<file path="src/adenv_pkg.sv">
// Shared types, constants and helpers for the audio ducking envelope.
package adenv_pkg;

   // Field widths
   localparam int SAMPLE_BITS   = 16;
   localparam int GAIN_BITS     = 17;
   localparam int VOL_BITS      = 16;
   localparam int CSR_IDX_BITS  = 3;
   localparam int CSR_DATA_BITS = 17;

   localparam logic [GAIN_BITS-1:0] UNITY_GAIN = GAIN_BITS'(65536);

   // Register indexes
   localparam logic [CSR_IDX_BITS-1:0] CSR_DUCK_ENABLE  = CSR_IDX_BITS'(0);
   localparam logic [CSR_IDX_BITS-1:0] CSR_DUCK_LEVEL   = CSR_IDX_BITS'(1);
   localparam logic [CSR_IDX_BITS-1:0] CSR_ATTACK_COEF  = CSR_IDX_BITS'(2);
   localparam logic [CSR_IDX_BITS-1:0] CSR_RELEASE_COEF = CSR_IDX_BITS'(3);
   localparam logic [CSR_IDX_BITS-1:0] CSR_BASE_VOLUME  = CSR_IDX_BITS'(4);

   // Register reset values
   localparam logic [GAIN_BITS-1:0] DUCK_LEVEL_RST   = GAIN_BITS'(22938);
   localparam logic [GAIN_BITS-1:0] ATTACK_COEF_RST  = GAIN_BITS'(27);
   localparam logic [GAIN_BITS-1:0] RELEASE_COEF_RST = GAIN_BITS'(5);
   localparam logic [VOL_BITS-1:0]  BASE_VOLUME_RST  = VOL_BITS'(4096);

   typedef struct packed {
      logic signed [SAMPLE_BITS-1:0] left_in;
      logic signed [SAMPLE_BITS-1:0] right_in;
      logic                          voice_active;
   } req_type;

   typedef struct packed {
      logic signed [SAMPLE_BITS-1:0] left_out;
      logic signed [SAMPLE_BITS-1:0] right_out;
      logic [GAIN_BITS-1:0]          gain_out;
   } rsp_type;

   // Configuration registers as seen by front and back
   typedef struct packed {
      logic                 duck_enable;
      logic [GAIN_BITS-1:0] duck_level;
      logic [GAIN_BITS-1:0] attack_coef;
      logic [GAIN_BITS-1:0] release_coef;
      logic [VOL_BITS-1:0]  base_volume;
   } cfg_type;

   // One queued frame: raw samples and the gain to apply
   typedef struct packed {
      logic signed [SAMPLE_BITS-1:0] left;
      logic signed [SAMPLE_BITS-1:0] right;
      logic [GAIN_BITS-1:0]          gain;
   } qent_type;

   // Clamp a Q1.16 value to unity
   function automatic logic [GAIN_BITS-1:0] sat_unity(input logic [GAIN_BITS-1:0] v);
      return (v > UNITY_GAIN) ? UNITY_GAIN : v;
   endfunction

endpackage

</file>
<file path="src/adenv_back.sv">
// Scaling back: sample times volume times gain, rounded and saturated, into the output register.
module adenv_back (
   input  logic                clock,
   input  logic                reset,
   input  adenv_pkg::cfg_type  cfg,
   input  logic                q_empty,
   input  adenv_pkg::qent_type q_data,
   output logic                pop,
   output logic                rsp_valid,
   input  logic                rsp_stall,
   output adenv_pkg::rsp_type  rsp_data
);

   localparam int SB        = adenv_pkg::SAMPLE_BITS;
   localparam int GB        = adenv_pkg::GAIN_BITS;
   localparam int VG_BITS   = adenv_pkg::VOL_BITS + GB;
   localparam int PROD_BITS = SB + VG_BITS;
   localparam int SHIFT     = 28;
   localparam int R_BITS    = PROD_BITS + 1 - SHIFT;
   localparam logic [R_BITS-1:0] LIM_NEG = R_BITS'(1) << (SB - 1);
   localparam logic [R_BITS-1:0] LIM_POS = LIM_NEG - R_BITS'(1);

   // Shift right by 28 with halves away from zero, then clamp and restore sign
   function automatic logic [SB-1:0] round_sat(input logic [PROD_BITS-1:0] p,
                                               input logic neg);
      logic [PROD_BITS:0] sum;
      logic [R_BITS-1:0]  r;
      sum = {1'b0, p} + ((PROD_BITS + 1)'(1) << (SHIFT - 1));
      r   = sum[PROD_BITS:SHIFT];
      if (neg) begin
         if (r > LIM_NEG) begin
            r = LIM_NEG;
         end
         return SB'(R_BITS'(0) - r);
      end
      if (r > LIM_POS) begin
         r = LIM_POS;
      end
      return r[SB-1:0];
   endfunction

   logic                 adv;
   logic                 s1_valid_ff, s2_valid_ff, rsp_valid_ff;
   logic [SB-1:0]        s1_mag_l_ff, s1_mag_r_ff;
   logic                 s1_neg_l_ff, s1_neg_r_ff, s2_neg_l_ff, s2_neg_r_ff;
   logic [VG_BITS-1:0]   s1_vg_ff;
   logic [GB-1:0]        s1_gain_ff, s2_gain_ff;
   logic [PROD_BITS-1:0] s2_prod_l_ff, s2_prod_r_ff;
   adenv_pkg::rsp_type   rsp_data_ff;
   logic [SB-1:0]        mag_l_in, mag_r_in;

   // Whole pipeline moves unless a result is held by the consumer
   assign adv       = !rsp_valid_ff || !rsp_stall;
   assign pop       = adv && !q_empty;
   assign rsp_valid = rsp_valid_ff;
   assign rsp_data  = rsp_data_ff;

   // Sample magnitudes
   assign mag_l_in = q_data.left[SB-1]  ? (SB'(0) - SB'(q_data.left))  : SB'(q_data.left);
   assign mag_r_in = q_data.right[SB-1] ? (SB'(0) - SB'(q_data.right)) : SB'(q_data.right);

   always_ff @(posedge clock) begin
      if (reset) begin
         s1_valid_ff  <= 1'b0;
         s2_valid_ff  <= 1'b0;
         rsp_valid_ff <= 1'b0;
      end else if (adv) begin
         s1_valid_ff  <= pop;
         s2_valid_ff  <= s1_valid_ff;
         rsp_valid_ff <= s2_valid_ff;
      end
   end

   // Stage 1: magnitudes and volume times gain
   always_ff @(posedge clock) begin
      if (adv) begin
         s1_mag_l_ff <= mag_l_in;
         s1_mag_r_ff <= mag_r_in;
         s1_neg_l_ff <= q_data.left[SB-1];
         s1_neg_r_ff <= q_data.right[SB-1];
         s1_vg_ff    <= VG_BITS'(cfg.base_volume) * VG_BITS'(q_data.gain);
         s1_gain_ff  <= q_data.gain;
      end
   end

   // Stage 2: magnitude times scaled gain
   always_ff @(posedge clock) begin
      if (adv) begin
         s2_prod_l_ff <= PROD_BITS'(s1_mag_l_ff) * PROD_BITS'(s1_vg_ff);
         s2_prod_r_ff <= PROD_BITS'(s1_mag_r_ff) * PROD_BITS'(s1_vg_ff);
         s2_neg_l_ff  <= s1_neg_l_ff;
         s2_neg_r_ff  <= s1_neg_r_ff;
         s2_gain_ff   <= s1_gain_ff;
      end
   end

   // Output register: round and saturate
   always_ff @(posedge clock) begin
      if (adv) begin
         rsp_data_ff.left_out  <= round_sat(s2_prod_l_ff, s2_neg_l_ff);
         rsp_data_ff.right_out <= round_sat(s2_prod_r_ff, s2_neg_r_ff);
         rsp_data_ff.gain_out  <= s2_gain_ff;
      end
   end

endmodule

</file>
<file path="config.mk">
export PLATFORM = sky130hd
export DESIGN_NAME = adenv_back
export DESIGN_NICKNAME = d
export VERILOG_FILES = /design/src/adenv_pkg.sv /design/src/adenv_back.sv
export SDC_FILE = /design/constraint.sdc
export NUM_CORES = 2
export LEC_CHECK = 0
export ABC_AREA = 1
export BUFFER_PORTS_ARGS = -buffer_cell sky130_fd_sc_hd__buf_2
export CAP_MARGIN = 10
export CORE_ASPECT_RATIO = 0.5
export CORE_UTILIZATION = 60
export CTS_BUF_LIST = sky130_fd_sc_hd__clkbuf_8
export CTS_CLUSTER_SIZE = 28
export DETAILED_ROUTE_END_ITERATION = 16
export PLACE_DENSITY = 0.81
export SLEW_MARGIN = 20
export SYNTH_ARGS = -nofsm -noshare
export SYNTH_HDL_FRONTEND = slang
export SYNTH_SLANG_ARGS = --single-unit
export TNS_END_PERCENT = 100
</file>
<file path="constraint.sdc">
create_clock -name clock -period 20.5 [get_ports clock]
set_input_delay 4.1 -clock clock [delete_from_list [all_inputs] [get_ports clock]]
set_output_delay 4.1 -clock clock [all_outputs]
set_load 0.01 [all_outputs]
</file>
-- Word-level counts from Yosys, hierarchy flattened
Index checks and enable logic that the tools add are counted.
- $add $sub $neg: 6
- multiply operators: 3
- $lt $le $gt $ge: 4
- multiplexer cells: 22
- reductions and logical operators: 5
- operator list (cell ; number):
    $mux 22 ; 10
    $add 49x28->50 const B ; 2
    $mul 16x33->49 ; 2
    $mux 16 ; 6
    $sub 1x16->16 const A ; 4
    $gt 22x15->1 const B ; 2
    $gt 22x16->1 const B ; 2
    $mul 16x17->33 ; 1
    $mux 15 ; 2
    $mux 1 ; 4
    $logic_not 1->1 ; 3
    $logic_and 1x1->1 ; 1
    $logic_or 1x1->1 ; 1
- bits in registers: 253
- input bits: 121
- output and inout port bits: 51

-- Logic depth before layout (Yosys ltp)
- depth after elaboration: 10
- mapped depth: 29
- mapped depth without buffers: 27

-- Least setup slack after synthesis
No wires, ideal clock.
- kind: input to output
- from: input port rsp_stall
- to: output port pop
- data arrival time: 9.204 ns
- setup slack: 7.196 ns
- cell stages on the path: 3
- buffers on the path: 0
- path through: nand2_1 -> inv_1 -> nor2_1
- word-level cells in the longest chain between the ends: 3
- RTL lines (what ; RTL line ; source):
    start, declared ; adenv_back.sv:10 ; input logic rsp_stall,
    $logic_not 1->1 ; adenv_back.sv:53 ; assign adv = !rsp_valid_ff || !rsp_stall;
    $logic_or 1x1->1 ; adenv_back.sv:53 ;
    $logic_and 1x1->1 ; adenv_back.sv:54 ; assign pop = adv && !q_empty;
    end, declared ; adenv_back.sv:8 ; output logic pop,
No other way between the ends.

-- Worst setup path in the final report
Same ends and word-level chain as after synthesis.

==> results_dict.tcl <==
set metrics [dict create \
    cts_tree "done" \
    cts_setup_buffers 0 \
    timing.final.crit_share 0.462 \
    crit_arrival_ns 5.37 \
    synth.lib_cells_used.distinct 49 \
    rsz0062_at_grt "false" \
    final_cell_mix "inv_1 (1907), nand2_1 (1786), fa_1 (1070)" \
    cp-start-kind "input pin" \
    dp.cells 7650 \
    grt_overflow_total 0 \
    drt_pass1_iterations 6 \
    dpl_worst_slack_ns 10.42 \
    io-pin-count 172 \
    netlist_instances 6593 \
    crit_required_ns 16.40 \
    viasPerCell 5.39 \
    totalWireLength_mm 134 \
    instances_no_fill 7683 \
    max_freq_mhz 106 \
    ant_nets 0 \
    synth_ff_type "edfxtp_1" \
    path_clk_slew_ns 0.12 \
    path_class "input pin to output port" \
    hpwl_mm 99.7 \
    ys_seq_elements 199 \
    avgSynthCellArea_um2 7.92 \
    cts_resized 0 \
    endpoint_kind "output port" \
    clock_latency_ns 0.67 \
    cts_buffers 17 \
    drc 0 \
    postSynth.asyncResetShare 0 \
    grt_pass1_wl_mm 219 \
    track_usage 0.320 \
    grtUsageMet3 0.0987 \
    met1_usage 0.438 \
    drv_slew 0 \
    cts_max_level 4 \
    syn2layout_area_growth_pct 3.51 \
    dieArea_mm2 0.0883 \
    wire_per_inst_um 17.4 \
    drt_iter0_drc 3938 \
    initial_utilization 0.606 \
    cts_root_buffer "clkbuf_8" \
    clock_sinks 199 \
    post-route-util 0.627 \
    netlist_area_mm2 0.0522 \
    finClkSkew_ns 0.0341 \
    gp_congestion 0.993 \
    cts_buffer_depth 2 \
    synth_seq_area_share 0.114 \
    max_slew_margin 0.279 \
    yosysTopAreaCellShare 0.410 \
    grt_pass1_vias 42500 \
    mostFrequentLayoutCell "inv_1" \
    busiest_layer "met2" \
    drive_above_1_share 0.0392 \
    rows 76 \
    finalNetCount 8037 \
    vias 41400 \
    synth_area_leaders "fa_1 (41%), inv_1 (14%), nand2_1 (13%), edfxtp_1 (11%), ha_1 (8.3%)" \
    core_mm2 0.0862 \
    syn-num-nets 8131 \
    grt_max_degree 75 \
    path_max_fanout 67 \
    synth_top_area_cell "fa_1" \
    min_period_ns 9.47 \
    synth-edff-count 196 \
    setup_tns_ns 0 \
    status "completed" \
    cts_hold_buffers 0 \
    met2_usage 0.485 \
    setup_violations 0 \
    tightest_slew_ns 1.08 \
    io_buffers 119 \
    cap_viol_max_count 0 \
    setup_ws_ns 11.03 \
    die_w_um 419 \
    die_y_um 211 \
    yosysWarnings 0 \
    hp-class "register to register" \
    hold_violations 0 \
    antenna_found_initial 1 \
]
## critical path, cell delays in order
cell     delay (ns)
buf_2          0.11
nand2_4        0.64
inv_1          0.20
nor2_1         0.16
buf_2          0.15
## per-stage QoR
step	cell area (um2)	hold WS [ns]
after global routing	54000	0.438
after floorplan	52200	0.400
final	54000	0.418
after CTS	54000	0.427
after global placement	53600	0.401
after detailed placement	53600	0.405
## synth_stat cells (2+ instances only)
cell type  number
nor3b_1         4
buf_6           2
o221ai_1        4
o311ai_0        2
inv_2           3
nand2_1      1787
clkbuf_1      291
a221oi_1        3
a21o_1          6
ha_1          347
nor4_1         11
xor2_1         82
xnor2_1        30
buf_4           2
or2_2           2
o211ai_1       13
o21a_1         20
o31ai_1        10
inv_1        1907
o21ai_0       116
a211oi_1       10
nor2_2          9
nand3b_1        6
a31oi_1        33
nor2_4          6
nor3_1         32
a21oi_1       162
dfxtp_1         3
nand2_2         9
fa_1         1070
o21ai_1         5
nor2_1        257
a21oi_4         2
o21bai_1        9
nand3_1        97
nand3_2         2
buf_1           4
nand4_1        27
edfxtp_1      196
a21boi_0        3
## cells by family after synthesis
| kind of cell | synth area share |
|---|---|
| xor gates and xnor gates | 0.0194 |
| DFF | 0.114 |
| and+or+nand+nor | 0.170 |
| adders and majority gates | 0.493 |
| buffers and inverters | 0.159 |
| AOI/OAI and AO/OA | 0.0442 |
## cell type report
cell class	count	area, um2
Antenna cell	1	2.50
Clock buffer	17	234
Clock inverter	15	173
Fill cell	7311	32100
Inverter	1910	7170
Multi-Input combinational cell	4185	38000
Sequential cell	199	5950
Tap cell	1170	1460
Timing Repair Buffer	186	1100
## final timing paths
kind / from / endpoint / slack, ns / depth (start not counted)
setup / recovery: rsp_stall / pop / 11.03 / 5
hold / removal: s2_gain_ff[2]$_DFFE_PN_ / rsp_data[2]$_DFFE_PN_ / 0.42 / 0
setup reg to reg: s1_mag_l_ff[2]$_DFFE_PN_ / s2_prod_l_ff[40]$_DFFE_PN_ / 13.17 / 21
hold reg to reg: s2_gain_ff[2]$_DFFE_PN_ / rsp_data[2]$_DFFE_PN_ / 0.42 / 0
## registers in the layout, indices dropped and copies added (netlist names)
signal	cells
s1_gain_ff	17
rsp_data	49
s2_neg_l_ff	1
s1_mag_r_ff	16
s2_prod_r_ff	22
s2_gain_ff	17
s1_valid_ff	1
s1_mag_l_ff	16
s1_neg_r_ff	1
s2_valid_ff	1
rsp_valid	1
s2_neg_r_ff	1
s1_vg_ff	33
s2_prod_l_ff	22
s1_neg_l_ff	1
## layer usage
metal,vias to the layer above,routed length (um)
met5,-,55
met2,2321,58000
met1,20000,53500
met3,323,17500
met4,4,4460
li1,18700,-
Power is left out: the tool's default activity adds up to more than one toggle a clock period on the data nets, which glitch-free logic cannot reach.
