$ cat config.mk
export PLATFORM = sky130hd
export DESIGN_NAME = adenv_queue
export DESIGN_NICKNAME = d
export VERILOG_FILES = /design/src/adenv_pkg.sv /design/src/adenv_queue.sv
export SDC_FILE = /design/constraint.sdc
export NUM_CORES = 1
export LEC_CHECK = 0
export BUFFER_PORTS_ARGS = -buffer_cell sky130_fd_sc_hd__buf_2
export CAP_MARGIN = 40
export CORE_AREA = 2 2 126 128
export CTS_BUF_LIST = sky130_fd_sc_hd__clkbuf_4 sky130_fd_sc_hd__clkbuf_8 sky130_fd_sc_hd__clkbuf_16
export DETAILED_ROUTE_END_ITERATION = 6
export DIE_AREA = 0 0 128 130
export HOLD_SLACK_MARGIN = 0.1
export PLACE_DENSITY_LB_ADDON = 0.1
export SETUP_SLACK_MARGIN = 0.1
export SYNTH_ARGS = -nofsm -noshare
export SYNTH_HDL_FRONTEND = slang
export SYNTH_SLANG_ARGS = --single-unit
$ cat constraint.sdc
create_clock -name clock -period 2.3 [get_ports clock]
set_input_delay 0.345 -clock clock [delete_from_list [all_inputs] [get_ports clock]]
set_output_delay 0.345 -clock clock [all_outputs]
set_load 0.02 [all_outputs]
$ cat src/adenv_pkg.sv
// Shared types, constants and helpers for the audio ducking envelope.
package adenv_pkg;

   // Field widths
   localparam int SAMPLE_BITS   = 16;
   localparam int GAIN_BITS     = 17;
   localparam int VOL_BITS      = 16;
   localparam int CSR_IDX_BITS  = 3;
   localparam int CSR_DATA_BITS = 17;

   localparam logic [GAIN_BITS-1:0] UNITY_GAIN = GAIN_BITS'(65536);

   // Register indexes
   localparam logic [CSR_IDX_BITS-1:0] CSR_DUCK_ENABLE  = CSR_IDX_BITS'(0);
   localparam logic [CSR_IDX_BITS-1:0] CSR_DUCK_LEVEL   = CSR_IDX_BITS'(1);
   localparam logic [CSR_IDX_BITS-1:0] CSR_ATTACK_COEF  = CSR_IDX_BITS'(2);
   localparam logic [CSR_IDX_BITS-1:0] CSR_RELEASE_COEF = CSR_IDX_BITS'(3);
   localparam logic [CSR_IDX_BITS-1:0] CSR_BASE_VOLUME  = CSR_IDX_BITS'(4);

   // Register reset values
   localparam logic [GAIN_BITS-1:0] DUCK_LEVEL_RST   = GAIN_BITS'(22938);
   localparam logic [GAIN_BITS-1:0] ATTACK_COEF_RST  = GAIN_BITS'(27);
   localparam logic [GAIN_BITS-1:0] RELEASE_COEF_RST = GAIN_BITS'(5);
   localparam logic [VOL_BITS-1:0]  BASE_VOLUME_RST  = VOL_BITS'(4096);

   typedef struct packed {
      logic signed [SAMPLE_BITS-1:0] left_in;
      logic signed [SAMPLE_BITS-1:0] right_in;
      logic                          voice_active;
   } req_type;

   typedef struct packed {
      logic signed [SAMPLE_BITS-1:0] left_out;
      logic signed [SAMPLE_BITS-1:0] right_out;
      logic [GAIN_BITS-1:0]          gain_out;
   } rsp_type;

   // Configuration registers as seen by front and back
   typedef struct packed {
      logic                 duck_enable;
      logic [GAIN_BITS-1:0] duck_level;
      logic [GAIN_BITS-1:0] attack_coef;
      logic [GAIN_BITS-1:0] release_coef;
      logic [VOL_BITS-1:0]  base_volume;
   } cfg_type;

   // One queued frame: raw samples and the gain to apply
   typedef struct packed {
      logic signed [SAMPLE_BITS-1:0] left;
      logic signed [SAMPLE_BITS-1:0] right;
      logic [GAIN_BITS-1:0]          gain;
   } qent_type;

   // Clamp a Q1.16 value to unity
   function automatic logic [GAIN_BITS-1:0] sat_unity(input logic [GAIN_BITS-1:0] v);
      return (v > UNITY_GAIN) ? UNITY_GAIN : v;
   endfunction

endpackage

$ cat src/adenv_queue.sv
// Short frame queue between the envelope front and the scaling back.
module adenv_queue #(
   parameter int DEPTH = 4
) (
   input  logic                clock,
   input  logic                reset,
   input  logic                push,
   input  adenv_pkg::qent_type push_data,
   output logic                full,
   input  logic                pop,
   output adenv_pkg::qent_type pop_data,
   output logic                empty
);

   localparam int PTR_BITS = (DEPTH > 1) ? $clog2(DEPTH) : 1;
   localparam int CNT_BITS = $clog2(DEPTH + 1);
   localparam logic [PTR_BITS-1:0] LAST_PTR = PTR_BITS'(DEPTH - 1);

   adenv_pkg::qent_type entries_ff [DEPTH];
   logic [PTR_BITS-1:0] wr_ptr_ff, wr_ptr_in;
   logic [PTR_BITS-1:0] rd_ptr_ff, rd_ptr_in;
   logic [CNT_BITS-1:0] count_ff, count_in;

   assign full     = (count_ff == CNT_BITS'(DEPTH));
   assign empty    = (count_ff == '0);
   assign pop_data = entries_ff[rd_ptr_ff];

   // Pointer and fill count update
   always_comb begin
      wr_ptr_in = wr_ptr_ff;
      rd_ptr_in = rd_ptr_ff;
      count_in  = count_ff;
      if (push) begin
         wr_ptr_in = (wr_ptr_ff == LAST_PTR) ? '0 : wr_ptr_ff + PTR_BITS'(1);
      end
      if (pop) begin
         rd_ptr_in = (rd_ptr_ff == LAST_PTR) ? '0 : rd_ptr_ff + PTR_BITS'(1);
      end
      if (push && !pop) begin
         count_in = count_ff + CNT_BITS'(1);
      end else if (pop && !push) begin
         count_in = count_ff - CNT_BITS'(1);
      end
   end

   always_ff @(posedge clock) begin
      if (reset) begin
         wr_ptr_ff <= '0;
         rd_ptr_ff <= '0;
         count_ff  <= '0;
      end else begin
         wr_ptr_ff <= wr_ptr_in;
         rd_ptr_ff <= rd_ptr_in;
         count_ff  <= count_in;
      end
   end

   // Entry storage, no reset
   always_ff @(posedge clock) begin
      if (push) begin
         entries_ff[wr_ptr_ff] <= push_data;
      end
   end

   // Front never writes a full queue, back never reads an empty one
   a_no_overflow: assert property (@(posedge clock) disable iff (reset) !(push && full))
      else $error("queue written while full");
   a_no_underflow: assert property (@(posedge clock) disable iff (reset) !(pop && empty))
      else $error("queue read while empty");

endmodule

=== Yosys cells after proc, flatten, opt, wreduce, memory -nomap -nowiden ===
Memory sizes are Yosys's and may differ from the RTL's. A register that Yosys moved wholly into a read port is not among the register bits.
Index checks and enable logic that the tools add are counted.

* Add/subtract/negate cells: 4
* Equality and inequality tests: 3
* Muxes and demuxes: 8
* Reduce and logical (&&, ||, !) cells: 6

{| class="wikitable"
|+ Operators by type and width
! kind !! number
|-
| $mux 2 || 4
|-
| $mux 3 || 2
|-
| $add 2x1->2 const B || 2
|-
| $eq 2x2->1 const B || 2
|-
| $add 3x1->3 const B || 1
|-
| $eq 3x3->1 const B || 1
|-
| $logic_not 3->1 || 1
|-
| $sub 3x1->3 const B || 1
|-
| $logic_and 1x1->1 || 2
|-
| $logic_not 1->1 || 2
|-
| $mux 1 || 2
|-
| $reduce_bool 2->1 || 1
|}

* Flip-flop bits (word level): 7
* Memory bits (writable): 196
* Input bits: 53
* Output and inout bits: 51
* Logic and storage cells: 25
* Memories: 1

{| class="wikitable"
|+ Memories
! name !! depth !! width !! read ports !! clocked after Yosys merged registers in !! wr ports !! line !! RTL
|-
| entries_ff || 4 || 49 || 1 || 1 || 1 || adenv_queue.sv:19 || <nowiki>adenv_pkg::qent_type entries_ff [DEPTH];</nowiki>
|}

=== Depth between registers and ports, before layout ===
Gate-level depths: netlist of the first run.

* Depth after elaboration: 4
* Depth in mapped cells: 7
* Mapped depth without buffers: 7

=== Worst setup path before layout of the first run ===
No wires, ideal clock.

* Path kind: register -> register
* From: reg wr_ptr_ff[0]
* To: mem entries_ff[3][0] (netlist name) (enable)
* Library setup time: 0.411 ns
* Arrival time: 1.720 ns
* Required time: 1.889 ns
* Path slack: 0.169 ns
* Cell stages (with the launch flop): 3
* Buffers on the path: 0
* Clock period less this slack: 2.131 ns
* Cell sequence: dfxtp_1 -> ha_1 -> and2_1

{| class="wikitable"
|+ RTL lines
! element !! line !! RTL
|-
| start, declared || adenv_queue.sv:20 || <nowiki>logic [PTR_BITS-1:0] wr_ptr_ff, wr_ptr_in;</nowiki>
|-
| start signal, assigned || adenv_queue.sv:52 || <nowiki>wr_ptr_ff <= wr_ptr_in;</nowiki>
|-
| end, declared || adenv_queue.sv:19 ||
|}

No word-level cell before the write port.

==> impl_metrics.yaml, run 1 <==
run_status:
  outcome: "finished, final reports clean"
layout:
  fin_nets: 539
  area_delta_synth_final_pct: 27.7
  layout.cells.non_filler: 686
  drive_gt1_share_pct: 42.1
  fin_util_pct: 62.4
  insertedDiodeCount: 0
  nFillCells: 1115
sta:
  rsz0062_at_grt: "yes"
  worst_pin_slew_ns: 0.479
  fin_tns_setup_ns: 0
  slew_headroom_pct: 68.1
  hold_violations: 0
  whs_ns: 0.119
  skew_ns: 0.00775
  fmax_mhz: 455
  setup_viol: 0
  timing.final.crit_share_pct: 95.6
  fin_crit_ns: 2.20
  drv_slew: 0
drt:
  wl_um: 13200
  wl_met1_um: 5760
  dr.pass1.iters: 4
  routed.top_layer: "met4"
  drcViolationCount: 0
  wire_per_inst_um: 19.3
  detail-route-antenna-nets: 0
  via_per_inst: 5.21
  vias: 3572
  met2WireLength_um: 6660
  drt_iter0_drc: 259
  wl_met3_um: 702
flow_run:
  drv_cap: 0
logic_synthesis:
  yosysSeqAreaShare_pct: 80.5
  synth_edf_count: 196
  syn_inst: 300
  ys.flop_type: "edfxtp_1"
  yosys_warnings: 0
  synth_nets: 360
  async_flop_share_pct: 0
  synth_cell_types: 21
  syn-cell-area_sq_um: 7530
  syn_area_per_cell_sq_um: 25.1
  synthTopCellsByArea: "edfxtp_1, mux4_2, dfxtp_1"
  yosysTopAreaCellShare_pct: 78.1
  synth.most_common_cell: "edfxtp_1"
  synth_top_cells_by_count: "edfxtp_1, mux4_2, dfxtp_1, nor2_1, ha_1"
  synth-seq-cells: 205
  synth_largest_area_cell: "edfxtp_1"
global_routing:
  grt.overflow.total: 0
  antenna_found_initial: 0
  grt_max_degree: 32
  grt.total_usage_pct: 16.0
  grt_pass1_vias: 3737
  grt_pass1_wl_um: 20200
power_and_ir_drop:
  leakage_nw: 3.37
  irDropWorstVdd_mv: 0.667
  powerDensity_nw_per_um2: 895
  power.total_mw: 8.60
die:
  num_rows: 46
  die-area_sq_um: 16600
  core_area_sq_um: 15400
  die_w_um: 128
  start_util_pct: 48.8
  ios: 104
  die_h_um: 130
clock_network:
  numClockSinks: 205
  insertion_delay_ns: 0.49
  cts_root_buf: "clkbuf_16"
  path_clk_slew_ns: 0.06
  clockBufferDepth: 3
  cts_tree: "yes"
  h-tree-depth: 1
  cts_made_buffers: 21
  postCtsSetupBuffers: 0
setup_path:
  startpoint_type: "flip-flop"
  cp.required_ns: 1.96
  crit_fanout: 13
  critPathKind: "reg2out"
  critPathCaptureType: "primary output"
  critPathArrivalTime_ns: 1.85
place:
  port_buffers: 103
  post-dp-hpwl_um: 7570
  gp_congestion: 0.662
  dp.cells: 597
min_path:
  hold_class: "in2reg"
routing by layer:
| metal | vias up | global-route usage [%] |
|---|---|---|
| met5 | - | 0 |
| met4 | 0 | 4.07 |
| met3 | 12 | 3.12 |
| met2 | 99 | 26.8 |
| met1 | 1829 | 22.0 |
| li1 | 1632 | - |
registers in the layout, indices dropped and copies added, names as in the netlist, named ones only:
register    cells
count_ff        3
entries_ff    196
rd_ptr_ff       2
wr_ptr_ff       2
per-stage QoR:
step | setup WS [ns] | cell area, sq um
2_1_floorplan | 0.169 | 7530
3_3_place_gp | 0.538 | 8360
3_5_place_dp | 0.504 | 8360
4_1_cts | 0.0726 | 9560
5_1_grt | 0.0137 | 9620
6_report | 0.101 | 9620
path summary, 6_finish.rpt:
check / from / to / slack (ns) / cells after the start
worst max register to register: wr_ptr_ff[1]$_SDFFE_PP0P_ / entries_ff[1][39]$_DFFE_PP_ / 0.69 / 4
worst min register to register: count_ff[2]$_SDFFE_PP0P_ / count_ff[2]$_SDFFE_PP0P_ / 0.50 / 2
worst min-delay path: reset / count_ff[0]$_SDFFE_PP0P_ / 0.12 / 2
worst max-delay path: flip-flop / pop_data[35] / 0.10 / 3
worst max-delay path, cell delays in order, from the launching register on:
cell	delay (ns)
dfxtp_4	0.45
clkbuf_16	0.23
mux4_2	0.51
buf_2	0.18
cell usage in the layout, fill, tap and decap left out, drive strengths merged, types with 2 or more instances in the layout:
master       instances
edfxtp             196
buf                116
dlygate4sd3         49
mux4                49
clkbuf              31
dfxtp                9
nor2                 7
ha                   6
inv                  6
clkinv               5
and2                 4
mux2i                4
nor3b                2
xor2                 2
a21oi                2
bufinv               2
cell type report:
type / count / area, sq um / share of cell area, %
clock buffers: 29 / 598 / 6.22
flip-flops and latches: 205 / 6070 / 63.1
repair buffers: 167 / 1230 / 12.8
well taps: 192 / 240 / 2.50
multi-input cells: 80 / 1360 / 14.2
inverters: 4 / 15.0 / 0.156
clock inverters: 9 / 101 / 1.05
report_power, final:
group          total, mW  leakage [nW]  internal, mW  switching, mW
clock network       3.39         0.355          2.05           1.34
logic              0.888          1.14         0.406          0.482
registers           4.32          1.88          4.27         0.0524
total               8.60          3.37          6.73           1.87
kinds of logic after synthesis:
family                     Yosys count  share of synthesized area (%)
DFF                                205                           80.5
muxes                               53                           15.3
buffers and inverters               15                           1.46
and+or+nand+nor                     15                           1.03
adders and majority gates            7                           1.26
AOI/OAI and AO/OA                    3                          0.199
xor gates and xnor gates             2                          0.233
repair_timing:
action / CTS / global route
resized for setup: 1 / 1
endpoints found under the hold margin: 196 / 0
endpoints found under the setup margin: 11 / 49
gates cloned: 0 / 2
hold buffers: 49 / 0
pin swaps: 0 / 0
(Power assumes the default switching activity.)
==> inputs of run 2 (changes only) <==
Settings changed: REMOVE_ABC_BUFFERS set to 1.
==> impl_metrics.yaml, run 2 (synthesized netlist as in run 1, its figures left out) <==
run_status:
  outcome: "finished, final reports clean"
min_path:
  hold_class: "in2reg"
  min_from: "reset"
layout:
  drive_gt1_share_pct: 42.1
  largest_register: "entries_ff"
  fin_util_pct: 63.0
  largest_reg_flops: 196
  insertedDiodeCount: 0
  layout.cells.non_filler: 691
  fin_nets: 543
  top_regs: "entries_ff: 196 flops, count_ff: 3 flops"
  final_area_sq_um: 9720
  final_common_cell: "edfxtp_1"
  area_delta_synth_final_pct: 29.0
  layout_common_cells: "edfxtp_1, buf_2, dlygate4sd3_1, mux4_2, clkbuf_16"
drt:
  vias: 3625
  drcViolationCount: 0
  wl_um: 13600
  detail-route-antenna-nets: 0
  via_per_inst: 5.25
  wire_per_inst_um: 19.7
  drt_iter0_drc: 159
  dr.pass1.iters: 6
global_routing:
  grt_pass1_vias: 3888
  grt.total_usage_pct: 16.3
  grt.overflow.total: 0
  grt_pass1_wl_um: 20400
  antenna_found_initial: 0
  grt_max_degree: 30
setup_path:
  crit_fanout: 6
  critPathArrivalTime_ns: 1.87
  critPathKind: "reg2out"
  cp.required_ns: 1.96
  startpoint_type: "flip-flop"
  critPathCaptureType: "primary output"
  timing.rr.start: "wr_ptr_ff[0]$_SDFFE_PP0P_"
clock_network:
  cts_root_buf: "clkbuf_16"
  h-tree-depth: 1
  cts_made_buffers: 22
  clockBufferDepth: 3
  numClockSinks: 205
  insertion_delay_ns: 0.48
  path_clk_slew_ns: 0.06
  cts_tree: "yes"
power_and_ir_drop:
  irDropWorstVdd_mv: 0.733
  leakage_nw: 3.41
  powerDensity_nw_per_um2: 889
sta:
  hold_violations: 0
  slew_headroom_pct: 70.1
  worst_pin_slew_ns: 0.449
  rsz0062_at_grt: "yes"
  timing.final.crit_share_pct: 96.3
  fin_tns_setup_ns: 0
  skew_ns: 0.00893
  fmax_mhz: 452
  setup_viol: 0
  drv_slew: 0
  fin_crit_ns: 2.21
die:
  ios: 104
  core_area_sq_um: 15400
  die_h_um: 130
  die_w_um: 128
  die-area_sq_um: 16600
  start_util_pct: 48.8
  num_rows: 46
flow_run:
  drv_cap: 0
place:
  port_buffers: 103
  post-dp-hpwl_um: 7710
  dp.cells: 596
  place_area_sq_um: 8320
  gp_congestion: 0.713
-- run 2: changes by cell type in the layout (fill, tap and decap cells not counted), sizes merged --
cell      previous run  this run
bufinv               2         1
clkinv               5         7
inv                  6         4
clkbuf              31        32
buf                116       120
clkinvlp             0         1
-- run 2: metal layers --
metal	global-route usage [%]	vias up	routed length [um]
li1	-	1646	-
met1	20.8	1885	5790
met2	28.9	83	7060
met3	3.81	11	638
met4	4.07	0	133
met5	0	-	0
-- run 2: layout make-up --
class | count | area (sq um)
Inverter | 4 | 15.0
Tap cell | 192 | 240
Sequential cell | 205 | 6070
Clock inverter | 9 | 67.6
Multi-Input combinational cell | 80 | 1360
Clock buffer | 31 | 648
Fill cell | 1106 | 5710
Timing Repair Buffer | 170 | 1310
-- run 2: per-stage QoR --
step / worst slack [ns] / power [mW] / hold WS [ns]
2_1_floorplan: -0.963 / 4.90 / 0.414
3_3_place_gp: 0.529 / 5.20 / 0.483
3_5_place_dp: 0.467 / 5.22 / 0.503
4_1_cts: 0.0480 / 8.70 / 0.111
5_1_grt: 0.0212 / 8.96 / 0.124
6_report: 0.0859 / 8.63 / 0.125
-- run 2: what timing repair did --
action | CTS | global route
setup endpoints to repair | 45 | 38
hold endpoints to repair | 196 | 0
setup buffers | 2 | 1
resized for setup | 5 | 20
gates cloned | 2 | 1
hold buffers | 49 | 0
-- run 2: worst max-delay path, cell delays in order, from the launching register on --
cell and delay [ns]:
dfxtp_4 0.44, buf_12 0.15, buf_16 0.13, mux4_2 0.51
buf_6 0.15
-- run 2: power breakdown --
| part | internal [mW] | switching, mW |
|---|---|---|
| clock | 2.07 | 1.30 |
| combinational | 0.443 | 0.497 |
| sequential | 4.27 | 0.0506 |
-- run 2: worst paths after layout --
| kind | cells after the start | to | slack (ns) |
|---|---|---|---|
| worst max-delay path | 4 | pop_data[27] | 0.09 |
| worst min-delay path | 2 | count_ff[1]$_SDFFE_PP0P_ | 0.13 |
| worst max register to register | 3 | entries_ff[3][22]$_DFFE_PP_ | 0.84 |
| worst min register to register | 2 | count_ff[2]$_SDFFE_PP0P_ | 0.51 |
==> inputs of run 3 (changes only) <==
==> constraint.sdc (replaced) <==
create_clock -name clock -period 2.3 [get_ports clock]
set_input_delay 0.46 -clock clock [delete_from_list [all_inputs] [get_ports clock]]
set_output_delay 0.46 -clock clock [all_outputs]
set_load 0.02 [all_outputs]
==> impl_metrics.yaml, run 3 (synthesized netlist as in run 1, its figures left out) <==
run_status:
  outcome: "finished, violations left"
  violations: "setup timing"
layout:
  largest_register: "entries_ff"
  drive_gt1_share_pct: 46.2
  area_delta_synth_final_pct: 25.6
  top_regs: "entries_ff: 196 flops, count_ff: 3 flops"
  layout_common_cells: "edfxtp_1, buf_2, mux4_2, buf_6, clkbuf_16"
  nFillCells: 1106
  final_common_cell: "edfxtp_1"
  fin_nets: 494
  largest_reg_flops: 196
sta:
  setup_viol: 19
  whs_ns: 0.180
  setup_slack_ns: -0.0397
  hold_violations: 0
  slew_headroom_pct: 67.6
  rsz0062_at_grt: "yes"
  fin_crit_ns: 2.34
  drv_slew: 0
  timing.final.crit_share_pct: 102
  worst_pin_slew_ns: 0.486
  fmax_mhz: 427
  skew_ns: 0.00882
place:
  gp_congestion: 0.716
  port_buffers: 103
  post-dp-hpwl_um: 7480
  pre_cts_ws_ns: 0.356
min_path:
  whs_path_depth: 1
  hold_class: "in2reg"
drt:
  via_per_inst: 5.41
  drt_iter0_drc: 233
  drcViolationCount: 0
  wire_per_inst_um: 21.7
  wl_um: 14000
  vias: 3480
  detail-route-antenna-nets: 0
  dr.pass1.iters: 5
setup_path:
  cp.required_ns: 1.84
  critPathMaxStageDelay_ns: 0.51
  crit_fanout: 4
  startpoint_type: "flip-flop"
  critPathKind: "reg2out"
  path_cells: "buf_12, clkbuf_16, mux4_2, buf_6"
  r2r_cells: 4
  crit_slowest_cell: "mux4_2"
  critPathArrivalTime_ns: 1.88
  critPathCaptureType: "primary output"
clock_network:
  numClockSinks: 205
  cts_tree: "yes"
  clockBufferDepth: 3
  h-tree-depth: 1
  cts_made_buffers: 22
  insertion_delay_ns: 0.49
  cts_root_buf: "clkbuf_16"
  path_clk_slew_ns: 0.06
die:
  start_util_pct: 48.8
  ios: 104
  die-area_sq_um: 16600
  num_rows: 46
  core_area_sq_um: 15400
  die_w_um: 128
  die_h_um: 130
power_and_ir_drop:
  power.total_mw: 8.63
  leakage_nw: 3.27
  powerDensity_nw_per_um2: 912
  irDropWorstVdd_mv: 0.694
global_routing:
  grt.total_usage_pct: 16.7
  grt_pass1_vias: 3706
  grt_max_degree: 50
  grt_pass1_wl_um: 20700
  antenna_found_initial: 1
  grt.overflow.total: 0
flow_run:
  drv_cap: 0
run 3: where the power goes:
| part | switching (mW) | internal (mW) |
|---|---|---|
| logic | 0.516 | 0.485 |
| registers | 0.0495 | 4.27 |
| clock network | 1.31 | 2.00 |
| total | 1.87 | 6.76 |
run 3: what timing repair did:
action	CTS	global route
gates cloned	2	4
resized for setup	39	38
endpoints found under the setup margin	49	49
buffers inserted	1	1
hold buffers	0	0
run 3: final timing paths:
kind	from	to	slack [ns]
max	flip-flop	pop_data[40]	-0.04
min	push_data[11]	entries_ff[1][11]$_DFFE_PP_	0.18
max reg2reg	wr_ptr_ff[0]$_SDFFE_PP0P_	entries_ff[0][40]$_DFFE_PP_	0.74
min reg2reg	count_ff[2]$_SDFFE_PP0P_	count_ff[2]$_SDFFE_PP0P_	0.51
run 3: metal layers:
layer | part of all wire, % | global-route usage (%) | wire [um]
met1 | 43 | 22.8 | 5940
met2 | 51 | 27.3 | 7050
met3 | 5.5 | 4.14 | 762
met4 | 1.4 | 4.98 | 194
met5 | 0 | 0 | 0
run 3: final cells by class:
class | instances | area [sq um] | area share (%)
multi-input cells | 80 | 1360 | 14.3
flip-flops and latches | 205 | 6070 | 64.2
well taps | 192 | 240 | 2.54
repair buffers | 121 | 1080 | 11.5
inverters | 4 | 15.0 | 0.159
clock buffers | 29 | 621 | 6.56
clock inverters | 11 | 71.3 | 0.754
diodes | 1 | 2.50 | 0.0264
run 3: critical path, delay by kind of cell (launching register included):
kind	cells	cell delay, ns
muxes	1	0.51
buffers and inverters	3	0.46
DFF	1	0.42
run 3: through the flow:
| step | util, % | cell area (sq um) | cells | setup TNS (ns) |
|---|---|---|---|---|
| after CTS | 59.9 | 9240 | 637 | -0.550 |
| after global routing | 61.3 | 9460 | 642 | -1.88 |
| after global placement | 54.2 | 8350 | 594 | 0 |
| final | 61.3 | 9460 | 643 | -0.413 |
| after floorplan | - | 7440 | 289 | -48.69 |
| after detailed placement | 54.2 | 8350 | 594 | 0 |
